===== src/hdl/stc_pkg.sv =====
`timescale 1ns / 1ps
`default_nettype none
// ----------------------------------------------------------------------------
// stc_pkg: shared types and constants for the scope trigger capture block
// Field widths, command and phase codes, register indexes, the transaction
// structs passed between the capture modules and the ring length helper.
// ----------------------------------------------------------------------------
package stc_pkg;

  localparam int CHANNELS    = 4;
  localparam int MAX_FRAMES  = 1024;
  localparam int SAMPLE_BITS = 16;

  localparam int FRAME_W     = $clog2(MAX_FRAMES);
  localparam int COUNT_W     = FRAME_W + 1;
  localparam int FRAME_BITS  = CHANNELS * SAMPLE_BITS;
  localparam int CHAN_SEL_W  = 2;

  localparam int SCOUNT_W    = 11;
  localparam int OFFSET_W    = 13;
  localparam int POST_W      = 13;
  localparam int WORD_W      = 16;
  localparam int OFF_EXT_W   = ((OFFSET_W > COUNT_W) ? OFFSET_W : COUNT_W) + 1;

  localparam int CFG_DATA_W  = 16;
  localparam int CFG_INDEX_W = 3;

  localparam int MOD_STEP_W  = $clog2(FRAME_W);
  localparam int MOD_SHIFT_W = COUNT_W + FRAME_W - 1;

  typedef enum logic [1:0] {
    CMD_TICK   = 2'd0,
    CMD_START  = 2'd1,
    CMD_MANUAL = 2'd2,
    CMD_READ   = 2'd3
  } cmd_t;

  typedef enum logic [1:0] {
    PH_STOP = 2'd0,
    PH_PRE  = 2'd1,
    PH_WAIT = 2'd2,
    PH_POST = 2'd3
  } phase_t;

  typedef enum logic [1:0] {
    TRIG_NONE = 2'd0,
    TRIG_RISE = 2'd1,
    TRIG_FALL = 2'd2,
    TRIG_BOTH = 2'd3
  } edge_mode_t;

  typedef enum logic [CFG_INDEX_W-1:0] {
    REG_TRIGGER_MODE    = 3'd0,
    REG_TRIGGER_LEVEL   = 3'd1,
    REG_TRIGGER_CHANNEL = 3'd2,
    REG_TRIGGER_OFFSET  = 3'd3,
    REG_SAMPLE_COUNT    = 3'd4,
    REG_DECIMATION      = 3'd5,
    REG_AUTO_DELAY      = 3'd6
  } reg_index_t;

  typedef logic [SAMPLE_BITS-1:0] sample_t;
  typedef sample_t [CHANNELS-1:0] frame_t;

  typedef struct packed {
    edge_mode_t                 trigger_mode;
    logic [WORD_W-1:0]          trigger_level;
    logic [CHAN_SEL_W-1:0]      trigger_channel;
    logic [OFFSET_W-1:0]        trigger_offset;
    logic [SCOUNT_W-1:0]        sample_count;
    logic [WORD_W-1:0]          decimation;
    logic [WORD_W-1:0]          auto_delay;
  } cfg_t;

  typedef struct packed {
    cmd_t               cmd;
    frame_t             samples;
    logic [FRAME_W-1:0] read_index;
  } item_t;

  typedef struct packed {
    phase_t             capture_state;
    logic [FRAME_W-1:0] write_position;
    logic               frame_recorded;
    logic               read_valid;
  } result_t;

  typedef struct packed {
    logic               en;
    logic [FRAME_W-1:0] addr;
    frame_t             data;
  } ram_wr_t;

  typedef struct packed {
    logic               en;
    logic [FRAME_W-1:0] addr;
  } ram_rd_t;

  function automatic logic [COUNT_W-1:0] ring_len(input logic [SCOUNT_W-1:0] sc);
    if (sc == '0) begin
      return COUNT_W'(1);
    end else if (32'(sc) > MAX_FRAMES) begin
      return COUNT_W'(MAX_FRAMES);
    end else begin
      return COUNT_W'(sc);
    end
  endfunction

endpackage
`default_nettype wire


===== src/hdl/stc_ptr_mod.sv =====
`timescale 1ns / 1ps
`default_nettype none
// ----------------------------------------------------------------------------
// stc_ptr_mod: ring pointer modulo ring length
// Holds the write pointer reduced modulo the ring length. A ring length write
// starts a restoring reduction, one bit per cycle; a recorded frame sets the
// value directly.
// ----------------------------------------------------------------------------
module stc_ptr_mod
  import stc_pkg::*;
(
  input  wire logic                clk,
  input  wire logic                rst,
  input  wire logic                start,
  input  wire logic                set_en,
  input  wire logic [FRAME_W-1:0]  set_value,
  input  wire logic [FRAME_W-1:0]  ring_pointer,
  input  wire logic [SCOUNT_W-1:0] sample_count,
  output      logic                busy,
  output      logic [FRAME_W-1:0]  remainder
);

  logic [MOD_STEP_W-1:0]  step;
  logic [MOD_SHIFT_W-1:0] shifted;
  logic [FRAME_W-1:0]     remainder_next;

  always_comb begin
    shifted = MOD_SHIFT_W'(ring_len(sample_count)) << step;
    if (MOD_SHIFT_W'(remainder) >= shifted) begin
      remainder_next = remainder - shifted[FRAME_W-1:0];
    end else begin
      remainder_next = remainder;
    end
  end

  always_ff @(posedge clk) begin
    if (rst) begin
      busy      <= 1'b0;
      step      <= '0;
      remainder <= '0;
    end else if (start) begin
      busy      <= 1'b1;
      step      <= MOD_STEP_W'(FRAME_W - 1);
      remainder <= ring_pointer;
    end else if (busy) begin
      remainder <= remainder_next;
      step      <= step - 1'b1;
      if (step == '0) begin
        busy <= 1'b0;
      end
    end else if (set_en) begin
      remainder <= set_value;
    end
  end

endmodule
`default_nettype wire


===== config.mk =====
export PLATFORM = sky130hd
export DESIGN_NAME = stc_ptr_mod
export DESIGN_NICKNAME = d
export VERILOG_FILES = /design/src/hdl/stc_pkg.sv /design/src/hdl/stc_ptr_mod.sv
export SDC_FILE = /design/constraint.sdc
export NUM_CORES = 1
export LEC_CHECK = 0
export BUFFER_PORTS_ARGS = -buffer_cell sky130_fd_sc_hd__buf_2
export CORE_UTILIZATION = 60
export CTS_BUF_LIST = sky130_fd_sc_hd__clkbuf_2
export CTS_CLUSTER_SIZE = 24
export DETAILED_ROUTE_END_ITERATION = 8
export PLACE_DENSITY_LB_ADDON = 0.2
export SLEW_MARGIN = 10
export SYNTH_ARGS = -nofsm -noshare
export SYNTH_HDL_FRONTEND = slang
export SYNTH_SLANG_ARGS = --single-unit

===== constraint.sdc =====
create_clock -name clk -period 13.25 [get_ports clk]
set_clock_uncertainty 0.1 [all_clocks]
set_input_delay 3.3125 -clock clk [delete_from_list [all_inputs] [get_ports clk]]
set_output_delay 3.3125 -clock clk [all_outputs]
set_load 0.01 [all_outputs]

Word level (Yosys, flattened, before mapping)
Cells that the tools add are included.
Cells by class
  muxes and demuxes: 11
  order comparisons: 2
  shift operators: 1
  add/subtract/negate cells: 2
  equal/unequal tests: 1
  reductions and logical operators: 6
Operator list (count)
  2-to-1 mux 10 bit: 4
  2-to-1 mux 11 bit: 2
  >= comparator 10 x 20 -> 1 bit: 1
  << shifter 11 x 4 -> 20 bit: 1
  greater-than comparator 11 bit, second input constant: 1
  logical NOT 11 bit: 1
  subtractor 10 bit: 1
  2-to-1 mux 4 bit: 2
  logical NOT 4 bit: 1
  subtractor 4 x 1 -> 4 bit, second input constant: 1
  2-to-1 mux 1 bit: 3
  inequality test 3 x 2 -> 1 bit, second input constant: 1
  nonzero test 3 bit: 1
  AND reduction 2 bit: 1
  nonzero test 2 bit: 1
  OR reduction 2 bit: 1
Word-level totals
  output and inout bits: 11
  bits of input ports: 35
  word-level logic and storage cells: 27
  bits in registers: 15

Depth between registers and ports, before layout
Gate-level depths: netlist (run 1).
  word-level depth: 8
  mapped depth: 15
  mapped depth without buffers: 14

Worst setup path after synthesis (run 1)
Ideal clock, no wire load.
  path type: input to register
  start: input sample_count[2]
  end: register remainder[0]
  stages on the path: 14
  setup slack: 6.512 ns
  arrival time: 6.567 ns
  buffers on the path: 1
  path through: or4_4 -> o41ai_2 -> and2_1 -> a211oi_1 -> a211o_1 -> ha_1 -> nand4_1 -> a21oi_1 -> o31a_1 -> a2111oi_0 -> nor3_1 -> a221oi_2 -> buf_6 -> mux2i_1
Between the ends
  longest elaborated chain between the ends: 8
  elaborated cells between the ends (all ways): 12
  classes of those cells: add/sub (1); order compare (2); eq/ne (1); shift (1); mux (5); reduce/logical (2)
Ends and longest elaborated chain
  from (decl): RTL line stc_ptr_mod.sv:18  | input wire logic [SCOUNT_W-1:0] sample_count,
  greater-than comparator 11 bit: RTL line stc_pkg.sv:102  | end else if (32'(sc) > MAX_FRAMES) begin
  2-to-1 mux 11 bit: RTL line stc_pkg.sv:102
  2-to-1 mux 11 bit (*): RTL line stc_pkg.sv:100  | if (sc == '0) begin
  << shifter 11 x 4 -> 20 bit (*): RTL line stc_ptr_mod.sv:28  | shifted = MOD_SHIFT_W'(ring_len(sample_count)) << step;
  branches (longest 4 deep; another with >= comparator 10 x 20 -> 1 bit)
  to (signal assigned): RTL line stc_ptr_mod.sv:44  | remainder <= ring_pointer;
  to (signal assigned): RTL line stc_ptr_mod.sv:46  | remainder <= remainder_next;
  to (signal assigned): RTL line stc_ptr_mod.sv:52  | remainder <= set_value;
  to (decl): RTL line stc_ptr_mod.sv:20  | output logic [FRAME_W-1:0] remainder
Mark *: on every way between the ends. The select of a mux whose other input is x is not followed.
A chain may end at the register's enable or synchronous reset.

Final worst setup path (run 1)
  start: input sample_count[2]
  end: register remainder[1]
Same word-level chain as after synthesis.

==> flow_metrics.tcl, run 1 <==
set metrics [dict create \
    cp.required_ns 13.40 \
    grt_pass1_vias 1774 \
    synth_nets 288 \
    pwr_density_cell_mw_per_mm2 86.5 \
    synth-compound-area-share_pct 28.9 \
    start_util_pct 64.3 \
    synth.distinct_cells 53 \
    synth_top_family_by_area "compound AO/OA/AOI/OAI gates" \
    fin_nets 324 \
    whs_path_depth 2 \
    ys_seq_area_share_pct 16.8 \
    fin_crit_ns 7.44 \
    fin_util_pct 72.3 \
    io_pins 46 \
    cts_resized 0 \
    synth_xor_area_share_pct 2.94 \
    avgViaCountPerCell 6.40 \
    antenna_found_initial 0 \
    numCtsBuffers 3 \
    synthArstFlopShare_pct 0 \
    rsz0062_at_grt "no" \
    cap_violations 0 \
    grt_pass1_wl_um 7620 \
    clock_path_buffers 2 \
    port_buffers 45 \
    cts_setup_buffers 0 \
    cp-start-kind "input pin" \
    fp-row-count 19 \
    setup_violations 0 \
    ant_nets 0 \
    maxSlewViolCount 0 \
    dr.pass1.iters 4 \
    drt_iter0_markers 146 \
    hpwl_um 3580 \
    num_vias 1964 \
    drc 0 \
    cts_tree "built" \
    yosys.area_share.simple_pct 24.4 \
    drive_gt1_share_pct 21.0 \
    gp_congestion 0.956 \
    status "finished, final reports clean" \
    r2r_cells 11 \
    synthAdderAreaFrac_pct 8.82 \
    hold_viol 0 \
    synth_area_per_cell_um2 7.42 \
    worst_pin_slew_ns 1.16 \
    track_usage_pct 29.5 \
    die_area_mm2 0.00320 \
    insertion_delay_ns 0.31 \
    synth_mux_area_share_pct 12.6 \
    arrival_ns 7.59 \
    core_mm2 0.00278 \
    setup_tns_ns 0 \
    htreeDepth 1 \
    clk_pin_slew_ns 0.18 \
    diodes 0 \
    ys.warnings.count 0 \
    die_w_um 56.6 \
    cts.sinks 15 \
    die_y_um 56.6 \
    wirelength_um 4600 \
    syn_inst 241 \
    grt-ovfl-total 0 \
    crit_path_max_fanout 10 \
    relSlewSlack_pct 22.7 \
    wl_per_cell_um 15.0 \
    synth_edf_count 0 \
    ir_worst_vdd_mv 0.0847 \
    synth_area_mm2 0.00179 \
    cellLeakagePower_nw 0.855 \
    final_cell_mix "buf_2 (45), nand2_1 (27), nor2_1 (22)" \
    syn_to_final_growth_pct 12.5 \
    critPathKind "in2reg" \
    layout_commonest_cell "buf_2" \
    ys.flop_type "dfxtp_1" \
    layout_worst_path_cycle_share_pct 56.1 \
    grt_start_max_net_pins 23 \
    ys_ff_latch 15 \
    clock.fmax_mhz 134 \
    ctsHoldBuffers 0 \
    cts-root-buf "clkbuf_2" \
    hold_class "reg2reg" \
    cp-end-kind "flop" \
]
final timing paths:
path,start,end,slack [ns]
worst max-delay path,sample_count[2],remainder[1],5.81
worst min-delay path,remainder[0],remainder[0],0.39
worst max register to register,step[0],remainder[1],8.57
worst min register to register,remainder[0],remainder[0],0.39
synth_stat cells (all sizes together), types with 2 or more instances:
cell type	count	area share, %
nand2	27	5.7
nor2	22	4.6
a21oi	19	5.3
mux2i	18	10
dfxtp	15	17
ha	11	7.7
o211ai	11	4.6
clkbuf	10	2.1
o21ai	10	2.8
inv	9	1.9
nor3	9	2.5
xnor2	5	2.4
a211oi	4	1.7
buf	4	1.3
nand2b	4	1.4
nand3	4	1.1
nand4	4	1.4
a211o	3	1.5
a21o	3	1.3
and3	3	1.0
nor2b	3	1.0
or3	3	1.0
or4	3	1.9
a2111oi	2	0.98
a31oi	2	0.70
mux2	2	1.3
nor3b	2	0.84
nor4	2	0.70
o21a	2	0.84
o22ai	2	0.70
o311ai	2	0.98
o31a	2	0.98
o41ai	2	1.4
registers in the layout (all words and copies together) (netlist names):
signal,cells
remainder,10
step,4
busy,1
layout make-up:
cell class                      instances  area (um^2)
Clock buffer                            3         15.0
Clock inverter                          1         5.00
Fill cell                             260          771
Inverter                               10         37.5
Multi-Input combinational cell        202         1390
Sequential cell                        15          300
Tap cell                               31         38.8
Timing Repair Buffer                   45          225
routing by layer:
layer | vias to the layer above | wire, um | share of wire [%] | GRT usage (%)
li1 | 978 | - | - | -
met1 | 877 | 2000 | 43 | 42.0
met2 | 105 | 2130 | 46 | 47.4
met3 | 4 | 456 | 9.9 | 4.15
met4 | 0 | 25 | 0.54 | 6.27
met5 | - | 0 | 0 | 0
critical path, stage by stage:
cell,delay [ns]
buf_2,0.11
or4_4,0.55
o41ai_2,0.54
and2_1,0.23
a211oi_1,0.07
a211o_1,0.29
ha_1,0.33
nand4_1,0.11
a21oi_1,0.06
o31a_1,0.30
a2111oi_0,0.30
nor3_1,0.12
a221oi_2,0.97
mux2i_1,0.28
metrics by stage:
step / hold WS, ns / std cells / total power [W] / instance area [um^2] / worst slack [ns]
after floorplan: 0.395 / 241 / 0.000125 / 1790 / 6.51
after global placement: 0.363 / 303 / 0.000146 / 1990 / 5.62
after detailed placement: 0.374 / 303 / 0.000148 / 1990 / 5.44
after CTS: 0.395 / 307 / 0.000172 / 2010 / 5.78
after global routing: 0.433 / 307 / 0.000187 / 2010 / 5.45
final: 0.390 / 307 / 0.000174 / 2010 / 5.81
report_power, final:
group	internal [W]	total, W	switching (W)
Clock	0.00000684	0.0000252	0.0000183
Combinational	0.0000417	0.0000911	0.0000494
Sequential	0.0000496	0.0000576	0.00000801
Total	0.0000981	0.000174	0.0000757
logic make-up after synthesis:
group           count (synthesis)
compound gates                 74
flops                          15
xor+xnor                        6
buf+inv                        24
fa+ha+maj                      12
mux                            21
simple gates                   89
No activity file was read; power rests on OpenSTA's default activity.
==> run 2: changes to the inputs <==
--- a/config.mk
+++ b/config.mk
@@ -5,8 +5,9 @@
 export SDC_FILE = /design/constraint.sdc
 export NUM_CORES = 1
 export LEC_CHECK = 0
+export ABC_AREA = 1
 export BUFFER_PORTS_ARGS = -buffer_cell sky130_fd_sc_hd__buf_2
-export CORE_UTILIZATION = 60
+export CORE_UTILIZATION = 56
 export CTS_BUF_LIST = sky130_fd_sc_hd__clkbuf_2
 export CTS_CLUSTER_SIZE = 24
 export DETAILED_ROUTE_END_ITERATION = 8
==> constraint.sdc (replaced) <==
create_clock -name clk -period 7.3 [get_ports clk]
set_clock_uncertainty 0.1 [all_clocks]
set_input_delay 1.825 -clock clk [delete_from_list [all_inputs] [get_ports clk]]
set_output_delay 1.825 -clock clk [all_outputs]
set_load 0.01 [all_outputs]
==> run 2 against run 1 <==
Register-to-register slack got worse by 5.1 ns. Largest cell class unchanged. Die area rose by 10%. First-iteration DRC count increased by 16%. Worst hold slack better by 0.051 ns. Count of clock-buffer cells in the layout is the same. Via count is 12% higher. Sequential share of layout area fell by 0.43 points. Critical endpoint is now remainder[2].
==> flow_metrics.tcl, run 2 <==
set metrics [dict create \
    crit_path_max_fanout 20 \
    fin_nets 407 \
    r2r_cells 24 \
    grt_pass1_wl_um 7980 \
    cts_resized 0 \
    clk_pin_slew_ns 0.16 \
    synth_edf_count 0 \
    cap_violations 0 \
    hold_viol 0 \
    cp-start-kind "input pin" \
    status "finished, final reports clean" \
    cp.required_ns 7.42 \
    relSlewSlack_pct 41.0 \
    setup_tns_ns 0 \
    hpwl_um 3910 \
    cts.sinks 15 \
    final_cell_mix "nand2_1 (91), nand3_1 (47), buf_2 (45)" \
    avgViaCountPerCell 5.46 \
    port_buffers 45 \
    grt_pass1_vias 1834 \
    synth_nets 370 \
    ys_seq_area_share_pct 16.2 \
    synth_area_per_cell_um2 5.73 \
    fp-row-count 20 \
    nFillCells 324 \
    syn_inst 323 \
    critPathKind "in2reg" \
    cts-root-buf "clkbuf_2" \
    layout_commonest_cell "nand2_1" \
    insertion_delay_ns 0.32 \
    synth.distinct_cells 36 \
    synth_area_mm2 0.00185 \
    die_area_mm2 0.00354 \
    ys_ff_latch 15 \
    largest_reg_flops 10 \
    wl_per_cell_um 12.2 \
    io_pins 46 \
    pwr_density_cell_mw_per_mm2 163 \
    rsz0062_at_grt "no" \
    largestRegisters "remainder: 10 flops, step: 4 flops, busy: 1 flops" \
    arrival_ns 4.98 \
    maxSlewViolCount 0 \
    ys.flop_type "dfxtp_1" \
    cellLeakagePower_nw 1.08 \
    ctsHoldBuffers 0 \
    die_w_um 59.5 \
    track_usage_pct 29.7 \
    ys.warnings.count 0 \
    synth.area.top_cells "nand2_1 (18%), dfxtp_1 (16%), nand3_1 (13%)" \
    syn_to_final_growth_pct 11.9 \
    clock_path_buffers 2 \
    fin_crit_ns 4.86 \
    dr.pass1.iters 5 \
    cp-end-kind "flop" \
    clock.fmax_mhz 206 \
    htreeDepth 1 \
    synthArstFlopShare_pct 0 \
    drc 0 \
    grt-ovfl-total 0 \
    ir_worst_vdd_mv 0.0933 \
    synth.most_common_cell "nand2_1" \
    layout_worst_path_cycle_share_pct 66.5 \
    netlist_top_cells_count "nand2_1 (91), nand3_1 (47), nor2_1 (38)" \
    antenna_found_initial 0 \
    fin_util_pct 66.7 \
    wirelength_um 4930 \
    ant_nets 0 \
    grt_start_max_net_pins 21 \
    die_y_um 59.5 \
    worst_pin_slew_ns 0.882 \
    gp_congestion 0.963 \
    num_vias 2202 \
    numCtsBuffers 3 \
    whs_path_depth 2 \
    drt_iter0_markers 170 \
    drive_gt1_share_pct 17.0 \
    synthDominantCellAreaShare_pct 18.5 \
    cts_tree "built" \
    hold_class "reg2reg" \
    core_mm2 0.00310 \
    cts_setup_buffers 0 \
    top_register "remainder" \
    synth_top_area_cell "nand2_1" \
    diodes 0 \
    start_util_pct 59.6 \
    setup_violations 0 \
]
-- run 2: per-layer routing --
layer	vias to the layer above	track usage, %	wire [um]	part of all wire [%]
met5	-	0	0	0
met4	0	6.46	35	0.71
met3	4	5.90	421	8.5
met2	84	45.6	2090	42
met1	962	42.5	2390	48
li1	1152	-	-	-
-- run 2: where the power goes --
| group | switching, W | internal [W] |
|---|---|---|
| logic | 0.000113 | 0.0000741 |
| registers | 0.0000134 | 0.0000908 |
| clock network | 0.0000327 | 0.0000124 |
-- run 2: logic make-up (layout without fill, tap and decap cells) --
family / after synthesis / count (layout) / synth area share, %
XOR/XNOR: 3 / 3 / 1.42
buffers and inverters: 43 / 79 / 10.4
adder cells (fa/ha/maj): 12 / 12 / 8.52
flip-flops: 15 / 15 / 16.2
AO/OA/AOI/OAI: 56 / 56 / 18.9
AND/OR/NAND/NOR: 194 / 194 / 44.6
-- run 2: metrics by stage --
stage	std cells	power, W	hold WS [ns]	setup slack (ns)	area, um^2
after global routing	403	0.000367	0.456	2.05	2070
after global placement	399	0.000288	0.406	2.20	2050
after floorplan	323	0.000245	0.428	2.72	1850
after CTS	403	0.000333	0.442	2.46	2070
after detailed placement	399	0.000289	0.412	2.13	2050
final	403	0.000337	0.441	2.44	2070
-- run 2: worst max-delay path, cell delays in order --
cell	delay, ns
buf_2	0.11
nor2_1	0.13
nand3_1	0.13
o21bai_4	0.24
nand3_1	0.13
nand3_1	0.13
nand2_1	0.08
o31ai_1	0.20
inv_1	0.07
ha_1	0.35
inv_1	0.05
nor3_1	0.26
a21oi_1	0.10
nand2_1	0.09
nand2_1	0.07
nand2_1	0.07
a21oi_1	0.06
nor2_1	0.09
nand2_1	0.06
nor2_1	0.09
nand2_1	0.07
nand2_2	0.31
nand3_1	0.13
nand2_1	0.08
nor2_1	0.04
-- run 2: final timing paths --
path	to	from	slack [ns]
setup / recovery	remainder[2]	sample_count[2]	2.44
hold / removal	remainder[2]	remainder[2]	0.44
setup reg to reg	remainder[2]	step[0]	3.43
hold reg to reg	remainder[2]	remainder[2]	0.44
-- run 2: cell type report --
class	count	area (um^2)	area share, %
inverters	30	113	5.44
clock inverters	1	5.00	0.242
multi-input cells	265	1360	65.6
well taps	44	55.1	2.66
clock buffers	3	15.0	0.725
repair buffers	45	225	10.9
flip-flops and latches	15	300	14.5
==> run 3: changes to the inputs <==
--- a/config.mk
+++ b/config.mk
@@ -5,9 +5,9 @@
 export SDC_FILE = /design/constraint.sdc
 export NUM_CORES = 1
 export LEC_CHECK = 0
-export ABC_AREA = 1
+export ABC_AREA = 0
 export BUFFER_PORTS_ARGS = -buffer_cell sky130_fd_sc_hd__buf_2
-export CORE_UTILIZATION = 56
+export CORE_UTILIZATION = 55
 export CTS_BUF_LIST = sky130_fd_sc_hd__clkbuf_2
 export CTS_CLUSTER_SIZE = 24
 export DETAILED_ROUTE_END_ITERATION = 8
==> constraint.sdc (replaced) <==
create_clock -name clk -period 4.48 [get_ports clk]
set_clock_uncertainty 0.1 [all_clocks]
set_input_delay 1.12 -clock clk [delete_from_list [all_inputs] [get_ports clk]]
set_output_delay 1.12 -clock clk [all_outputs]
set_load 0.01 [all_outputs]
==> run 3 against run 2 <==
Cell area is 14% higher. Count of clock-buffer cells in the layout rose by 1. Wire length increased by 7.0%. Worst hold slack got worse by 0.047 ns. Via count shrank 3.5%. Worst setup slack worse by 2.4 ns. Largest power group unchanged. Clock power grew 56%. Sequential share of layout area shrank 1.8 points. Largest cell class unchanged. First-iteration DRC count is 29% lower.
==> flow_metrics.tcl, run 3 (synthesis results as in run 1) <==
set metrics [dict create \
    status "finished, final reports clean" \
    final_cell_mix "buf_2 (45), buf_4 (31), nand2_1 (27)" \
    die_w_um 59.0 \
    layout_commonest_cell "buf_2" \
    diodes 0 \
    crit_end "remainder[8]" \
    antenna_found_initial 0 \
    layout_worst_path_cycle_share_pct 99.6 \
    numCtsBuffers 3 \
    r2r_cells 14 \
    busiest_layer "met2" \
    grt_pass1_vias 1877 \
    top_register "remainder" \
    path_depth 14 \
    cp_num_buf_inv 2 \
    net-switching-power_w 0.000248 \
    pwr_density_cell_mw_per_mm2 252 \
    port_buffers 45 \
    ant_nets 0 \
    cts_tree "built" \
    largest_reg_flops 10 \
    grt.met3_usage_pct 2.18 \
    fin_util_pct 76.5 \
    ir_worst_vdd_mv 0.248 \
    maxSlewViolCount 0 \
    insertion_delay_ns 0.31 \
    slowest_stage "or4_4" \
    gr-usage-met2_pct 51.3 \
    worst_pin_slew_ns 0.749 \
    fin_nets 356 \
    fin_cells 352 \
    p_int_w 0.000346 \
    track_usage_pct 30.2 \
    ctsHoldBuffers 0 \
    cap_violations 0 \
    critPathKind "in2reg" \
    cp-start-kind "input pin" \
    clock_path_buffers 2 \
    largestRegisters "remainder: 10 flops, step: 4 flops, busy: 1 flops" \
    cts.sinks 15 \
    hold_class "reg2reg" \
    wl_per_cell_um 15.0 \
    grt_start_max_net_pins 21 \
    hold_viol 0 \
    io_pins 46 \
    core_mm2 0.00308 \
    power_frac_seq_pct 28.7 \
    drt_iter0_markers 121 \
    dpl_worst_slack_ns -0.313 \
    setup_slack_ns 0.0157 \
    htreeDepth 1 \
    place_area_mm2 0.00223 \
    max_stage_delay_ns 0.58 \
    cp.required_ns 4.63 \
    crit_family "compound AO/OA/AOI/OAI gates" \
    wirelength_um 5280 \
    combPwrFrac_pct 59.4 \
    r2r_end "remainder[8]" \
    drc 0 \
    num_vias 2124 \
    start_util_pct 58.1 \
    drive_gt1_share_pct 32.5 \
    grt-ovfl-total 0 \
    avgViaCountPerCell 6.03 \
    setup_violations 0 \
    fin_area_mm2 0.00236 \
    reg2reg_from "step[0]" \
    die_y_um 59.0 \
    critPathLaunch "sample_count[6]" \
    clkPwrFrac_pct 11.9 \
    clk_pin_slew_ns 0.15 \
    syn_to_final_growth_pct 31.8 \
    cellLeakagePower_nw 1.03 \
    rsz0062_at_grt "yes" \
    crit_path_max_fanout 5 \
    dr.pass1.iters 5 \
    cp-end-kind "flop" \
    min-delay-start "remainder[0]" \
    hpwl_um 3830 \
    p_sw_share_pct 41.8 \
    cts-root-buf "clkbuf_2" \
    path_cells "buf_2 -> or4_4 -> o31a_1 -> or4_4 -> a21o_1 -> ha_4 -> nand4_1 -> a21oi_1 -> o31a_1 -> a2111oi_4 -> nor3_2 -> a221oi_2 -> buf_4 -> mux2i_1" \
    place_inst 343 \
    fin_crit_ns 4.46 \
    die_area_mm2 0.00348 \
    grtUsageMet1_pct 39.8 \
    relSlewSlack_pct 50.0 \
    arrival_ns 4.62 \
    gp_congestion 0.943 \
    grt_pass1_wl_um 8150 \
    setup_tns_ns 0 \
    fp-row-count 20 \
    regToRegSetupSlack_ns 0.63 \
    clock.fmax_mhz 224 \
]
[run 3: changes by cell type in the layout (fill, tap and decap cells not counted), moves of 4 or more]
cell      before  now
nand2_1       91   27
nand3_1       47    3
buf_4          0   31
inv_1         29    9
mux2i_1        0   18
nor2_1        38   21
o211ai_1       4   11
o21ai_0       15   10
nand2b_1       0    4
xnor2_1        1    5
[run 3: layout make-up]
cell class,count,area [um^2]
repair buffers,77,469
inverters,10,37.5
multi-input cells,202,1470
well taps,44,55.1
fillers,262,722
flip-flops and latches,15,300
clock buffers,4,20.0
[run 3: worst min path at each step]
stage	slack (ns)	end	cells after the start
floorplan	0.39	remainder[0]	2
global placement	0.37	remainder[9]	2
detailed placement	0.38	remainder[0]	2
CTS	0.40	remainder[0]	2
global route	0.42	remainder[9]	2
finish	0.39	remainder[0]	2
[run 3: timing repair]
item,4_1_cts,5_1_grt
hold endpoints to repair,0,0
endpoints found under the setup margin,2,10
pin swaps,0,6
setup buffers,0,4
gates cloned,0,1
gates resized for setup,1,12
[run 3: per-layer routing]
layer  wire [um]  vias up
met1        2390      988
met3         246       14
met4         139        0
li1            -     1040
met5           0        -
met2        2500       82
[run 3: tightest hold or removal path, delay by kind of cell, from the launching register on]
family	cells	cell delay, ns
flops	1	0.35
simple gates	1	0.06
mux	1	0.05
[run 3: through the flow]
step,hold WS (ns),power (W)
floorplan,0.395,0.000377
detailed placement,0.378,0.000489
CTS,0.396,0.000558
finish,0.394,0.000594
global placement,0.373,0.000482
global route,0.425,0.000635
[run 3: power groups by stage]
stage,combinational [W],sequential [W],clock [W]
after global placement,0.000310,0.000172,0
after global routing,0.000385,0.000173,0.0000764
final,0.000353,0.000171,0.0000705
after CTS,0.000320,0.000169,0.0000694
after detailed placement,0.000317,0.000172,0
after floorplan,0.000213,0.000164,0
