--- src/hdl/stc_pkg.sv ---
`timescale 1ns / 1ps
`default_nettype none
// ----------------------------------------------------------------------------
// stc_pkg: shared types and constants for the scope trigger capture block
// Field widths, command and phase codes, register indexes, the transaction
// structs passed between the capture modules and the ring length helper.
// ----------------------------------------------------------------------------
package stc_pkg;

  localparam int CHANNELS    = 4;
  localparam int MAX_FRAMES  = 1024;
  localparam int SAMPLE_BITS = 16;

  localparam int FRAME_W     = $clog2(MAX_FRAMES);
  localparam int COUNT_W     = FRAME_W + 1;
  localparam int FRAME_BITS  = CHANNELS * SAMPLE_BITS;
  localparam int CHAN_SEL_W  = 2;

  localparam int SCOUNT_W    = 11;
  localparam int OFFSET_W    = 13;
  localparam int POST_W      = 13;
  localparam int WORD_W      = 16;
  localparam int OFF_EXT_W   = ((OFFSET_W > COUNT_W) ? OFFSET_W : COUNT_W) + 1;

  localparam int CFG_DATA_W  = 16;
  localparam int CFG_INDEX_W = 3;

  localparam int MOD_STEP_W  = $clog2(FRAME_W);
  localparam int MOD_SHIFT_W = COUNT_W + FRAME_W - 1;

  typedef enum logic [1:0] {
    CMD_TICK   = 2'd0,
    CMD_START  = 2'd1,
    CMD_MANUAL = 2'd2,
    CMD_READ   = 2'd3
  } cmd_t;

  typedef enum logic [1:0] {
    PH_STOP = 2'd0,
    PH_PRE  = 2'd1,
    PH_WAIT = 2'd2,
    PH_POST = 2'd3
  } phase_t;

  typedef enum logic [1:0] {
    TRIG_NONE = 2'd0,
    TRIG_RISE = 2'd1,
    TRIG_FALL = 2'd2,
    TRIG_BOTH = 2'd3
  } edge_mode_t;

  typedef enum logic [CFG_INDEX_W-1:0] {
    REG_TRIGGER_MODE    = 3'd0,
    REG_TRIGGER_LEVEL   = 3'd1,
    REG_TRIGGER_CHANNEL = 3'd2,
    REG_TRIGGER_OFFSET  = 3'd3,
    REG_SAMPLE_COUNT    = 3'd4,
    REG_DECIMATION      = 3'd5,
    REG_AUTO_DELAY      = 3'd6
  } reg_index_t;

  typedef logic [SAMPLE_BITS-1:0] sample_t;
  typedef sample_t [CHANNELS-1:0] frame_t;

  typedef struct packed {
    edge_mode_t                 trigger_mode;
    logic [WORD_W-1:0]          trigger_level;
    logic [CHAN_SEL_W-1:0]      trigger_channel;
    logic [OFFSET_W-1:0]        trigger_offset;
    logic [SCOUNT_W-1:0]        sample_count;
    logic [WORD_W-1:0]          decimation;
    logic [WORD_W-1:0]          auto_delay;
  } cfg_t;

  typedef struct packed {
    cmd_t               cmd;
    frame_t             samples;
    logic [FRAME_W-1:0] read_index;
  } item_t;

  typedef struct packed {
    phase_t             capture_state;
    logic [FRAME_W-1:0] write_position;
    logic               frame_recorded;
    logic               read_valid;
  } result_t;

  typedef struct packed {
    logic               en;
    logic [FRAME_W-1:0] addr;
    frame_t             data;
  } ram_wr_t;

  typedef struct packed {
    logic               en;
    logic [FRAME_W-1:0] addr;
  } ram_rd_t;

  function automatic logic [COUNT_W-1:0] ring_len(input logic [SCOUNT_W-1:0] sc);
    if (sc == '0) begin
      return COUNT_W'(1);
    end else if (32'(sc) > MAX_FRAMES) begin
      return COUNT_W'(MAX_FRAMES);
    end else begin
      return COUNT_W'(sc);
    end
  endfunction

endpackage
`default_nettype wire

--- src/hdl/stc_core.sv ---
`timescale 1ns / 1ps
`default_nettype none
// ----------------------------------------------------------------------------
// stc_core: trigger state machine and ring bookkeeping
// Holds phase, counters, manual flag, previous trigger sample and the ring
// pointer; works out one transaction per step and drives the store ports.
// ----------------------------------------------------------------------------
module stc_core
  import stc_pkg::*;
(
  input  wire logic               clk,
  input  wire logic               rst,
  input  wire cfg_t               cfg,
  input  wire logic               step,
  input  wire item_t              item,
  input  wire logic [FRAME_W-1:0] ptr_mod,
  output      result_t            result,
  output      logic [FRAME_W-1:0] ring_pointer,
  output      ram_wr_t            ram_wr,
  output      ram_rd_t            ram_rd,
  output      logic               ptr_set
);

  phase_t              phase;
  phase_t              phase_next;
  phase_t              ph;
  logic                manual_flag;
  logic                manual_flag_next;
  logic [COUNT_W-1:0]  pre_count;
  logic [COUNT_W-1:0]  pre_count_next;
  logic [POST_W-1:0]   post_count;
  logic [POST_W-1:0]   post_count_next;
  logic [WORD_W-1:0]   auto_count;
  logic [WORD_W-1:0]   auto_count_next;
  logic [WORD_W-1:0]   skip_count;
  logic [WORD_W-1:0]   skip_count_next;
  sample_t             prev_value;
  sample_t             prev_value_next;
  logic [FRAME_W-1:0]  ring_pointer_next;

  logic [COUNT_W-1:0]   n;
  sample_t              v;
  logic                 idle;
  logic                 rise;
  logic                 fall;
  logic                 fire;
  logic                 recorded;
  logic [COUNT_W-1:0]   ptr_inc;
  logic [OFF_EXT_W-1:0] off;
  logic [OFF_EXT_W-1:0] n_ext;
  logic [OFF_EXT_W-1:0] post_diff;
  logic                 rd_en;
  logic [COUNT_W-1:0]   rd_sum;

  always_comb begin
    n                 = ring_len(cfg.sample_count);
    phase_next        = phase;
    manual_flag_next  = manual_flag;
    pre_count_next    = pre_count;
    post_count_next   = post_count;
    auto_count_next   = auto_count;
    skip_count_next   = skip_count;
    prev_value_next   = prev_value;
    ring_pointer_next = ring_pointer;
    v                 = item.samples[cfg.trigger_channel];
    idle              = (skip_count == '0);
    ph                = phase;
    rise              = 1'b0;
    fall              = 1'b0;
    fire              = 1'b0;
    recorded          = 1'b0;
    ptr_inc           = COUNT_W'(ring_pointer) + COUNT_W'(1);
    n_ext             = OFF_EXT_W'(n);
    off               = {{(OFF_EXT_W - OFFSET_W){cfg.trigger_offset[OFFSET_W-1]}},
                         cfg.trigger_offset};
    post_diff         = '0;
    rd_en             = 1'b0;
    rd_sum            = COUNT_W'(ptr_mod) + COUNT_W'(item.read_index);

    unique case (item.cmd)
      CMD_TICK: begin
        if (ph == PH_PRE && idle) begin
          if (pre_count != '0) begin
            pre_count_next = pre_count - 1'b1;
          end else begin
            ph = PH_WAIT;
          end
        end
        if (ph == PH_WAIT) begin
          rise = ($signed(prev_value) < $signed(cfg.trigger_level)) &&
                 ($signed(v) >= $signed(cfg.trigger_level));
          fall = ($signed(prev_value) > $signed(cfg.trigger_level)) &&
                 ($signed(v) <= $signed(cfg.trigger_level));
          fire = manual_flag;
          unique case (cfg.trigger_mode)
            TRIG_NONE: fire = fire;
            TRIG_RISE: fire = fire || rise;
            TRIG_FALL: fire = fire || fall;
            TRIG_BOTH: fire = fire || rise || fall;
            default:   fire = fire;
          endcase
          if (cfg.auto_delay != '0 && idle) begin
            if (auto_count != '0) begin
              auto_count_next = auto_count - 1'b1;
            end else begin
              fire = 1'b1;
            end
          end
          if (fire) begin
            ph = PH_POST;
          end
        end
        prev_value_next = v;
        if (ph == PH_POST && idle) begin
          if (post_count != '0) begin
            post_count_next = post_count - 1'b1;
          end else begin
            ph = PH_STOP;
          end
        end
        if (ph != PH_STOP && idle) begin
          recorded          = 1'b1;
          ring_pointer_next = (ptr_inc >= n) ? '0 : ptr_inc[FRAME_W-1:0];
        end
        if (ph != PH_STOP) begin
          skip_count_next = (skip_count != '0) ? skip_count - 1'b1 : cfg.decimation;
        end
        phase_next = ph;
      end
      CMD_START: begin
        if ($signed(off) > $signed(n_ext)) begin
          off = n_ext;
        end
        post_diff        = n_ext - off;
        manual_flag_next = 1'b0;
        auto_count_next  = cfg.auto_delay;
        skip_count_next  = '0;
        pre_count_next   = ($signed(off) > 0) ? off[COUNT_W-1:0] : '0;
        post_count_next  = post_diff[POST_W-1:0];
        phase_next       = PH_PRE;
      end
      CMD_MANUAL: begin
        manual_flag_next = 1'b1;
      end
      CMD_READ: begin
        if (COUNT_W'(item.read_index) < n) begin
          rd_en = 1'b1;
          if (rd_sum >= n) begin
            rd_sum = rd_sum - n;
          end
        end
      end
      default: begin
        phase_next = phase;
      end
    endcase
  end

  always_comb begin
    result.capture_state  = phase_next;
    result.write_position = ring_pointer_next;
    result.frame_recorded = recorded;
    result.read_valid     = rd_en;
    ram_wr.en             = step && recorded;
    ram_wr.addr           = ring_pointer;
    ram_wr.data           = item.samples;
    ram_rd.en             = step && rd_en;
    ram_rd.addr           = rd_sum[FRAME_W-1:0];
    ptr_set               = step && recorded;
  end

  always_ff @(posedge clk) begin
    if (rst) begin
      phase        <= PH_STOP;
      manual_flag  <= 1'b0;
      pre_count    <= '0;
      post_count   <= '0;
      auto_count   <= '0;
      skip_count   <= '0;
      prev_value   <= '0;
      ring_pointer <= '0;
    end else if (step) begin
      phase        <= phase_next;
      manual_flag  <= manual_flag_next;
      pre_count    <= pre_count_next;
      post_count   <= post_count_next;
      auto_count   <= auto_count_next;
      skip_count   <= skip_count_next;
      prev_value   <= prev_value_next;
      ring_pointer <= ring_pointer_next;
    end
  end

endmodule
`default_nettype wire

--- config.mk ---
export PLATFORM = sky130hd
export DESIGN_NAME = stc_core
export DESIGN_NICKNAME = d
export VERILOG_FILES = /design/src/hdl/stc_pkg.sv /design/src/hdl/stc_core.sv
export SDC_FILE = /design/constraint.sdc
export NUM_CORES = 1
export LEC_CHECK = 0
export ABC_AREA = 1
export CORE_ASPECT_RATIO = 2
export CORE_MARGIN = 4
export CORE_UTILIZATION = 45
export DETAILED_ROUTE_END_ITERATION = 6
export DONT_BUFFER_PORTS = 1
export HOLD_SLACK_MARGIN = 0.15
export PLACE_DENSITY_LB_ADDON = 0.15
export SLEW_MARGIN = 10
export SYNTH_ARGS = -nofsm -noshare
export SYNTH_HDL_FRONTEND = slang
export SYNTH_SLANG_ARGS = --single-unit
--- constraint.sdc ---
create_clock -name clk -period 4.7 [get_ports clk]
set_input_delay 0.47 -clock clk [delete_from_list [all_inputs] [get_ports clk]]
set_output_delay 0.47 -clock clk [all_outputs]
set_load 0.02 [all_outputs]
# Word-level counts from Yosys, hierarchy flattened
# Index checks and enable logic that the tools add are counted.
dict set report classes {
  order_cmp 11
  n_mux 46
  reduce_logical 29
  n_addsub 8
  eq_ne 17
}
# op n
set op_table {}
lappend op_table {{two-way mux 16 bit} 6}
lappend op_table {{one-hot mux 16 bit (2 select lines)} 2}
lappend op_table {{two-way mux 10 bit} 6}
lappend op_table {{two-way mux 11 bit} 5}
lappend op_table {{nonzero test 16 bit} 3}
lappend op_table {{binary-select mux 16 bit (select 2 bit)} 1}
lappend op_table {{subtractor 16 x 1 -> 16 bit, second input constant} 2}
lappend op_table {{two-way mux 14 bit} 2}
lappend op_table {{two-way mux 13 bit} 2}
lappend op_table {{one-hot mux 13 bit (2 select lines)} 1}
lappend op_table {{>= comparator 11 bit} 2}
lappend op_table {{one-hot mux 11 bit (2 select lines)} 1}
lappend op_table {{two-way mux 2 bit} 9}
lappend op_table {{>= comparator 16 bit} 1}
lappend op_table {{greater-than comparator 16 bit} 1}
lappend op_table {{less-or-equal comparator 16 bit} 1}
lappend op_table {{zero test 16 bit} 1}
lappend op_table {{< comparator 16 bit} 1}
lappend op_table {{!= test 2 bit, second input constant} 8}
lappend op_table {{greater-than comparator 14 x 1 -> 1 bit, second input constant} 1}
lappend op_table {{greater-than comparator 13 x 12 -> 1 bit} 1}
lappend op_table {{nonzero test 13 bit} 1}
lappend op_table {{subtractor 11 x 13 -> 13 bit} 1}
lappend op_table {{subtractor 13 x 1 -> 13 bit, second input constant} 1}
lappend op_table {{other kinds (23)} 51}
dict set report word_totals {
  in_bits 165
  reg_bits 85
  wordCells 119
  out_inout_bits 111
}

# Longest topological paths before layout
# Gate-level depths: netlist of run 1.
dict set report logic_depth {
  ltp_word 23
  mapped_depth 32
  depth_no_buf 31
}

# Worst setup path before layout of run 1
# Ideal clock, no wire load.
dict set report synth_timing {
  path_type {input to register}
  startpoint {in cfg[36] in the netlist's numbering}
  endpoint {reg post_count[12]}
  setup_time_ps 137
  n_path_buf 1
  stages 30
  required_ps 4563
  t_arrival_ps 3841
  setup_slack_ps 722
  path_cell_list {nor2_1 nand3_1 nor2_1 nor2_1 inv_2 nand2_1 ha_1 nand2_1 inv_1 nand2_1 nor4b_1 a21oi_1 nand2_1 buf_2 nand2_1 o21a_1 inv_1 ha_1 inv_1 fa_1 nand3_1 o2111ai_1 nand2_1 inv_1 o21ai_0 a21oi_1 o21ai_0 nand2_1 nor2_1 a211oi_2}
}
dict set report synth_between {
  elab_chain_len 8
  elab_cells_between_ends 9
  cone_classes {add/sub (1); order compare (2); mux (5); reduce/logical (1)}
}
# element line_no
set synth_lines {}
lappend synth_lines {{start: declaration} stc_core.sv:13} ;# input wire cfg_t cfg,
lappend synth_lines {{greater-than comparator 11 bit} stc_pkg.sv:102} ;# end else if (32'(sc) > MAX_FRAMES) begin
lappend synth_lines {{two-way mux 11 bit} stc_pkg.sv:102}
lappend synth_lines {{two-way mux 11 bit *} stc_pkg.sv:100} ;# if (sc == '0) begin
lappend synth_lines {{greater-than comparator 13 x 12 -> 1 bit} stc_core.sv:131} ;# if ($signed(off) > $signed(n_ext)) begin
lappend synth_lines {{two-way mux 14 bit} stc_core.sv:131}
lappend synth_lines {{two-way mux 14 bit} stc_core.sv:80} ;# unique case (item.cmd)
lappend synth_lines {{subtractor 11 x 13 -> 13 bit *} stc_core.sv:134} ;# post_diff = n_ext - off;
lappend synth_lines {{one-hot mux 13 bit (2 select lines) *} stc_core.sv:80}
lappend synth_lines {{end signal: assignment} stc_core.sv:186} ;# post_count <= post_count_next;
lappend synth_lines {{end: declaration} stc_core.sv:31} ;# logic [POST_W-1:0] post_count;
# Every way passes the cells marked *; elsewhere a longest branch is shown, timed or not. The select of a mux whose other input is x is not followed.
# A chain may end at the register's enable or synchronous reset.

==> metrics.cfg, run 1 <==
[power]
netSwitchingPower_mw = 1.15
ir_drop_uv = 182
p_comb_frac = 0.401
power_density_nw_per_um2 = 293
p_int_mw = 1.72
pwr-share-seq = 0.290
p_total_mw = 2.87
swShare = 0.399
clkPwrFrac = 0.309
p_leak_nw = 4.76

[worst_hold_path]
min-delay-path-class = primary input to flop
min_to = post_count[1]
hold-path-cell-count = 1
min-delay-start = rst

[clock_tree]
clockBufferDepth = 2
clk_latency_ns = 0.37
htreeDepth = 3
cts_hold_buf = 0
cts_made_buffers = 9
post-cts-setup-buffers = 0
cts_tree = done
cts_resized = 0
clk_pin_slew_ns = 0.07
cts-root-buf = clkbuf_16
clock_sinks = 85

[yosys]
syn_avg_cell_area_um2 = 6.26
syn_nets = 1826
ys_types = 53
syn_area_um2 = 9720
synth_edf_count = 0
synthFlopType = dfxtp_1
yosysWarnings = 0
synth-seq-cells = 85
ys_async_sr_fraction = 0
synth_top_cell_area_share = 0.175
synth_area_leaders = dfxtp_1 18%, ha_1 14%, nand2_1 11%
synthCells = 1553
synth-seq-area-share = 0.175
synth_area_leader_cell = dfxtp_1

[cells_and_area]
fillCellCount = 2319
final_common_cell = nand2_1
final_cell_mix = 272 x nand2_1, 200 x nor2_1, 183 x inv_1
post-route-util = 0.464
drive_gt1_frac = 0.0548
layout-area-overhead-vs-synth_pct = 0.708
fin_nets = 1729

[global_route]
antenna_found_initial = 3
grt_pass1_vias = 9766
grt_pass1_wl_um = 48700
overflow = 0
grt_usage = 0.249
grt_start_max_net_pins = 68

[setup_path]
worstPathRequired_ns = 4.23
start_kind = primary input
critPathCaptureType = output port
ff2ff_path_depth = 18
r2r_slack_ns = 1.28
crit_fanout = 16
arrival_ns = 3.74
r2r-start = ring_pointer[1]
r2r_end = ring_pointer[3]
path_class = primary input to output port

[die]
io_pins = 276
start_util = 0.461
dieArea_um2 = 24200
rows = 75
core_area_um2 = 21100
die_h_um = 216
die_x_um = 112

[sta]
hold_violations = 0
setup_viol = 0
fmax_mhz = 237
fin_ws_ns = 0.489
tns_ns = 0
slew_violations = 0
tightest_slew_ns = 0.774
fin_crit_ns = 4.21
rsz0062_at_grt = false
slew_headroom = 0.480
skew_ns = 0.0129
finalCritPeriodShare = 0.896

[place]
place_ws_ns = 0.264
io_buffers = 0
gp_congestion = 0.916
dp_hpwl_um = 24800

[routing]
drt-total-wl_um = 30800
drc = 0
wire_per_inst_um = 17.8
ant_nets = 0
drt_iter0_drc = 374
vias = 9660
dr.pass1.iters = 6
vias_per_cell = 5.58

[outcome]
status = finished clean

[job]
cap_violations = 0

-- worst max-delay path by stage --
stage                  from             end  slack (ns)  depth (start not counted)
finish              item[0]       ram_rd[7]        0.49                         16
floorplan           cfg[36]  post_count[12]        0.72                         30
global placement    cfg[36]   post_count[9]        0.40                         27
detailed placement  cfg[34]   post_count[9]        0.26                         27
global route        cfg[34]   post_count[9]        0.09                         27
CTS                 item[0]       ram_rd[0]        0.49                         16
-- logic make-up after synthesis --
family	count (synthesis)	synth area share
and+or+nand+nor	634	0.279
DFF	85	0.175
buffers and inverters	323	0.157
AOI/OAI and AO/OA	357	0.206
adders and majority gates	108	0.141
xor gates and xnor gates	46	0.0414
-- routing by layer --
layer / vias to the layer above / GRT usage / wire length, um
met5: - / 0 / 0
met4: 0 / 0.125 / 1290
met3: 79 / 0.0342 / 1310
met2: 285 / 0.499 / 17400
met1: 4406 / 0.240 / 10800
li1: 4890 / - / -
-- synth_stat cells, types with 7 or more instances --
cell      number
nand2_1      272
nor2_1       201
inv_1        184
a21oi_1      135
o21ai_0      134
ha_1         105
nand3_1       87
dfxtp_1       85
buf_4         77
clkbuf_1      41
xor2_1        36
nand4_1       20
o22ai_1       19
nor3_1        17
o211ai_1      12
buf_2         10
xnor2_1       10
a31oi_1        9
nand2_2        7
o21ai_1        7
-- sequential cells by signal, indices dropped and copies added (netlist names) --
signal,cells
prev_value,16
skip_count,16
auto_count,16
post_count,13
manual_flag,1
ring_pointer,10
pre_count,11
phase,2
-- critical path, stage by stage --
cell and delay, ns:
ha_1 0.20, fa_1 0.40, nand3_1 0.09, nand2_1 0.11, a21oi_1 0.15, o21bai_1 0.10
a21oi_1 0.13, o21ai_0 0.13, xor2_1 0.24, inv_1 0.07, ha_1 0.35, a21oi_1 0.08
a21boi_1 0.16, o221ai_2 0.28, nand2_2 0.27, o21ai_1 0.51
-- stage by stage --
| stage | cell area, um2 | hold WS (ns) | instances |
|---|---|---|---|
| finish | 9790 | 0.170 | 1732 |
| global route | 9790 | 0.156 | 1732 |
| CTS | 9790 | 0.150 | 1730 |
| detailed placement | 9430 | 0.456 | 1714 |
| global placement | 9430 | 0.447 | 1714 |
| floorplan | 9720 | 0.430 | 1553 |
-- power groups by stage --
stage	Combinational, mW	Sequential (mW)	Clock, mW
after floorplan	1.01	0.832	0
after global placement	1.14	0.845	0
after detailed placement	1.15	0.846	0
after CTS	1.16	0.830	0.909
after global routing	1.32	0.839	0.924
final	1.15	0.831	0.887
-- final cells by class --
cell class	instances	area, um2	share of cell area
timing repair buffer	24	180	0.0184
multi-input combinational	1145	6490	0.663
sequential	85	1700	0.174
clock buffer	10	239	0.0244
antenna	2	5.00	0.000511
clock inverter	6	118	0.0120
inverter	191	717	0.0732
tap	269	337	0.0344
(Power assumes the default switching activity.)
==> run 2: changes to the inputs <==
--- a/config.mk
+++ b/config.mk
@@ -8,7 +8,7 @@
 export ABC_AREA = 1
 export CORE_ASPECT_RATIO = 2
 export CORE_MARGIN = 4
-export CORE_UTILIZATION = 45
+export CORE_UTILIZATION = 65
 export DETAILED_ROUTE_END_ITERATION = 6
 export DONT_BUFFER_PORTS = 1
 export HOLD_SLACK_MARGIN = 0.15
==> constraint.sdc (replaced) <==
create_clock -name clk -period 4.73 [get_ports clk]
set_input_delay 0.473 -clock clk [delete_from_list [all_inputs] [get_ports clk]]
set_output_delay 0.473 -clock clk [all_outputs]
set_load 0.02 [all_outputs]
==> metrics.cfg, run 2 (synthesized netlist as in run 1, its figures left out) <==
[outcome]
status = finished clean  ; unchanged

[clock_tree]
clk_latency_ns = 0.37  ; about the same
cts_tree = done  ; unchanged
clockBufferDepth = 2  ; unchanged
cts-root-buf = clkbuf_16  ; unchanged
clock_sinks = 85  ; unchanged
clk_pin_slew_ns = 0.07  ; about the same
cts_made_buffers = 9  ; unchanged
cts_hold_buf = 0  ; unchanged
cts_resized = 0  ; unchanged
post-cts-setup-buffers = 0  ; unchanged
htreeDepth = 3  ; unchanged

[routing]
drt_iter0_drc = 403  ; was 374
dr.pass1.iters = 6  ; unchanged
drc = 0  ; unchanged
vias_per_cell = 5.95  ; was 5.58
ant_nets = 0  ; unchanged
drt-total-wl_um = 29800  ; was 30800 um
wire_per_inst_um = 18.0  ; was 17.8 um
vias = 9869  ; was 9660

[sta]
fmax_mhz = 233
slew_violations = 0  ; unchanged
skew_ns = 0.0151  ; was 0.0129 ns
setup_viol = 0  ; unchanged
finalCritPeriodShare = 0.908
rsz0062_at_grt = false  ; unchanged
tightest_slew_ns = 0.750  ; was 0.774 ns
holdWs_ns = 0.173  ; was 0.170 ns
tns_ns = 0  ; unchanged
fin_crit_ns = 4.30
hold_violations = 0  ; unchanged
slew_headroom = 0.496  ; was 0.480

[cells_and_area]
fin_nets = 1725  ; was 1729
reg_top3 = auto_count x16, prev_value x16, skip_count x16  ; unchanged
layout-area-overhead-vs-synth_pct = -0.541  ; was 0.708%
final_common_cell = nand2_1  ; unchanged
fillCellCount = 1490  ; was 2319
final_cell_mix = 272 x nand2_1, 200 x nor2_1, 183 x inv_1  ; unchanged
drive_gt1_frac = 0.0515  ; was 0.0548

[global_route]
grt_pass1_wl_um = 46500  ; was 48700 um
antenna_found_initial = 6  ; was 3
met2_usage = 0.650  ; was 0.499
grt_pass1_vias = 9356  ; was 9766
met1_usage = 0.328  ; was 0.240
grt_start_max_net_pins = 57  ; was 68
grtUsageMet3 = 0.0625  ; was 0.0342
grt_usage = 0.345  ; was 0.249
overflow = 0  ; unchanged
busiest_layer = met2  ; unchanged

[die]
core_area_um2 = 14700  ; was 21100 um2
start_util = 0.660  ; was 0.461
io_pins = 276  ; unchanged
dieArea_um2 = 17100  ; was 24200 um2
die_h_um = 181  ; was 216 um
rows = 63  ; was 75
die_x_um = 94.5  ; was 112 um

[power]
p_leak_nw = 4.74  ; was 4.76 nW
p_int_mw = 1.70  ; was 1.72 mW
power_density_nw_per_um2 = 293  ; about the same
ir_drop_uv = 172  ; was 182 uV
pwr-share-seq = 0.293  ; was 0.290
p_total_mw = 2.83  ; was 2.87 mW
swShare = 0.400  ; was 0.399
p_comb_frac = 0.403  ; was 0.401
clkPwrFrac = 0.304  ; was 0.309
netSwitchingPower_mw = 1.13  ; was 1.15 mW

[setup_path]
start_kind = flop  ; was primary input
arrival_ns = 3.82  ; was 3.74 ns
path_class = flop to output port  ; was primary input to output port
worstPathRequired_ns = 4.26  ; was 4.23 ns
critPathCaptureType = output port  ; unchanged
crit_fanout = 9  ; was 16

[job]
cap_violations = 0  ; unchanged

[place]
dp_hpwl_um = 24200  ; was 24800 um
io_buffers = 0  ; unchanged
gp_congestion = 0.991  ; was 0.916

[worst_hold_path]
min-delay-path-class = primary input to flop  ; unchanged

[run 2: cell types whose count changed in the layout (fill, tap and decap cells not counted), sizes merged]
| cell | delta |
|---|---|
| clkinvlp | -1 |
| buf | -4 |
| diode | +4 |
| inv | +1 |
[run 2: cell type report]
type | count | area (um2) | area share
clock inverter | 6 | 119 | 0.0123
tap | 195 | 244 | 0.0252
multi-input combinational | 1145 | 6490 | 0.672
antenna | 6 | 15.0 | 0.00155
sequential | 85 | 1700 | 0.176
inverter | 191 | 717 | 0.0741
clock buffer | 10 | 229 | 0.0237
timing repair buffer | 20 | 150 | 0.0155
[run 2: worst paths after layout]
path	slack (ns)	endpoint	start	cells past startpoint
setup reg to reg	1.22	ring_pointer[9]	ring_pointer[1]	17
setup / recovery	0.43	result[11]	ring_pointer[1]	17
hold reg to reg	0.46	post_count[11]	post_count[11]	2
hold / removal	0.17	auto_count[12]	rst	1
[run 2: layer usage]
layer | up-vias | wire length, um
li1 | 4891 | -
met1 | 4491 | 9910
met2 | 366 | 16100
met3 | 121 | 1630
met4 | 0 | 2160
met5 | - | 0
[run 2: power groups by stage]
stage	combinational [mW]	clock, mW	sequential (mW)
6_report	1.14	0.861	0.827
5_1_grt	1.29	0.897	0.835
4_1_cts	1.14	0.871	0.826
3_5_place_dp	1.13	0	0.842
3_3_place_gp	1.12	0	0.841
2_1_floorplan	1.00	0	0.826
[run 2: through the flow]
stage | cell area [um2] | instances | worst slack [ns] | util
3_5_place_dp | 9310 | 1636 | 0.212 | 0.631
2_1_floorplan | 9720 | 1553 | 0.749 | -
4_1_cts | 9660 | 1652 | 0.458 | 0.655
3_3_place_gp | 9310 | 1636 | 0.282 | 0.631
6_report | 9670 | 1658 | 0.435 | 0.656
5_1_grt | 9670 | 1658 | 0.0750 | 0.656
[run 2: critical path: stages (launching register included)]
cell and delay, ns:
dfxtp_1 0.67, ha_1 0.29, nand2_1 0.09, nor3_1 0.19, inv_1 0.10, nor2_1 0.14, nand2_1 0.09, nor2_1 0.22
ha_1 0.24, nand2_1 0.09, nor4_1 0.30, a221oi_1 0.12, nand2_1 0.10, clkinv_1 0.21, nand2_1 0.11, nand3_1 0.08
nand2_1 0.24, inv_1 0.17
==> run 3: changes to the inputs <==
--- a/config.mk
+++ b/config.mk
@@ -8,11 +8,12 @@
 export ABC_AREA = 1
 export CORE_ASPECT_RATIO = 2
 export CORE_MARGIN = 4
-export CORE_UTILIZATION = 65
+export CORE_UTILIZATION = 35
 export DETAILED_ROUTE_END_ITERATION = 6
 export DONT_BUFFER_PORTS = 1
 export HOLD_SLACK_MARGIN = 0.15
 export PLACE_DENSITY_LB_ADDON = 0.15
+export SKIP_CTS_REPAIR_TIMING = 1
 export SLEW_MARGIN = 10
 export SYNTH_ARGS = -nofsm -noshare
 export SYNTH_HDL_FRONTEND = slang
==> metrics.cfg, run 3 (synthesized netlist as in run 1, its figures left out) <==
[power]
p_leak_nw = 4.75  ; was 4.74 nW
power_density_nw_per_um2 = 287  ; was 293 nW/um2
ir_drop_uv = 174  ; was 172 uV
p_total_mw = 2.85  ; was 2.83 mW

[setup_path]
path_class = primary input to output port  ; was flop to output port
cpMostUsedCell = a21oi_1  ; was nand2_1
cp_slowest_cell = o21ai_1  ; was dfxtp_1
arrival_ns = 3.79  ; was 3.82 ns
critPathCaptureType = output port  ; unchanged
worstPathRequired_ns = 4.26  ; about the same
start_kind = primary input  ; was flop
cp_top_family = compound AO/OA/AOI/OAI gates  ; was simple AND/OR/NAND/NOR gates
critPathBufInv = 1  ; was 3
crit_fanout = 16  ; was 9
crit_chain = ha_1 -> fa_1 -> nand3_1 -> nand2_1 -> a21oi_1 -> o21bai_1 -> a21oi_1 -> o21ai_0 -> xor2_1 -> inv_1 -> ha_1 -> a21oi_1 -> a21boi_1 -> o221ai_2 -> nand2_2 -> o21ai_1  ; was ha_1 -> nand2_1 -> nor3_1 -> inv_1 -> nor2_1 -> nand2_1 -> nor2_1 -> ha_1 -> nand2_1 -> nor4_1 -> a221oi_1 -> nand2_1 -> clkinv_1 -> nand2_1 -> nand3_1 -> nand2_1 -> inv_1
critical-path-max-stage-delay_ns = 0.50  ; was 0.67 ns

[global_route]
grt_pass1_wl_um = 51300  ; was 46500 um
grt_pass1_vias = 9714  ; was 9356
overflow = 0  ; unchanged
antenna_found_initial = 10  ; was 6
grt_usage = 0.210  ; was 0.345
grt_start_max_net_pins = 56  ; was 57

[cells_and_area]
drive_gt1_frac = 0.0548  ; was 0.0515
fillCellCount = 3068  ; was 1490
multi_input_area_um2 = 6500  ; was 6490 um2
final_common_cell = nand2_1  ; unchanged
fin_nets = 1729  ; was 1725
layout-area-overhead-vs-synth_pct = 1.99  ; was -0.541%
ff_latch_area_um2 = 1700  ; unchanged
final_cell_mix = 272 x nand2_1, 200 x nor2_1, 182 x inv_1  ; was 272 x nand2_1, 200 x nor2_1, 183 x inv_1
reg_top3 = auto_count x16, prev_value x16, skip_count x16  ; unchanged

[die]
core_area_um2 = 27400  ; was 14700 um2
die_x_um = 126  ; was 94.5 um
start_util = 0.354  ; was 0.660
io_pins = 276  ; unchanged
die_h_um = 244  ; was 181 um
dieArea_um2 = 30700  ; was 17100 um2
rows = 86  ; was 63

[clock_tree]
clock_sinks = 85  ; unchanged
clk_latency_ns = 0.38  ; was 0.37 ns
clk_pin_slew_ns = 0.07  ; about the same
clockBufferDepth = 2  ; unchanged
cts_tree = done  ; unchanged
cts-root-buf = clkbuf_16  ; unchanged
htreeDepth = 3  ; unchanged
cts_made_buffers = 9  ; unchanged

[sta]
tns_ns = 0  ; unchanged
tightest_slew_ns = 0.833  ; was 0.750 ns
rsz0062_at_grt = false  ; unchanged
setup_viol = 0  ; unchanged
slew_headroom = 0.443  ; was 0.496
fin_crit_ns = 4.27  ; was 4.30 ns
hold_violations = 0  ; unchanged
skew_ns = 0.0164  ; was 0.0151 ns
finalCritPeriodShare = 0.902  ; was 0.908
slew_violations = 0  ; unchanged
holdWs_ns = 0.168  ; was 0.173 ns
fmax_mhz = 234  ; was 233 MHz

[outcome]
status = finished clean  ; unchanged

[routing]
vias_per_cell = 5.29  ; was 5.95
vias = 9661  ; was 9869
dr.pass1.iters = 7  ; was 6
wire_per_inst_um = 18.0  ; about the same
drt_iter0_drc = 308  ; was 403
drt-total-wl_um = 32900  ; was 29800 um
drc = 0  ; unchanged
ant_nets = 0  ; unchanged

[place]
gp_congestion = 0.881  ; was 0.991
dp_hpwl_um = 26500  ; was 24200 um
io_buffers = 0  ; unchanged

[job]
cap_violations = 0  ; unchanged

[worst_hold_path]
min-delay-path-class = primary input to flop  ; unchanged

## run 3: per-stage QoR
stage	util	worst slack, ns	cells	cell area [um2]
after floorplan	-	0.749	1553	9720
after global placement	0.348	0.416	1797	9540
after detailed placement	0.348	0.314	1797	9540
after CTS	0.360	0.419	1813	9890
after global routing	0.361	0.0414	1822	9910
final	0.361	0.463	1825	9920
## run 3: worst paths after layout
kind | to | slack, ns | cells after the start | from
max | ram_rd[2] | 0.46 | 16 | item[0]
min | post_count[11] | 0.17 | 1 | rst
max reg2reg | ring_pointer[9] | 1.31 | 16 | ring_pointer[1]
min reg2reg | manual_flag | 0.45 | 2 | manual_flag
## run 3: area by class of cell
cell class                 count  share of cell area
sequential                    85               0.172
timing repair buffer          24              0.0182
clock inverter                 5              0.0109
clock buffer                  11              0.0245
tap                          352              0.0444
multi-input combinational   1145               0.655
antenna                       12             0.00303
inverter                     191              0.0723
## run 3: per-layer routing
layer	track usage	vias up	share of wire
met4	0.0809	2	0.029
met1	0.209	4458	0.37
met2	0.404	245	0.54
met3	0.0579	54	0.064
met5	0.0261	-	0.00039
li1	-	4902	-
## run 3: report_power, final
part	leakage [nW]	total, mW	switching [mW]	internal, mW
clock network	0.170	0.877	0.344	0.533
registers	0.697	0.829	0.0616	0.767
logic	3.89	1.14	0.735	0.409
total	4.75	2.85	1.14	1.71
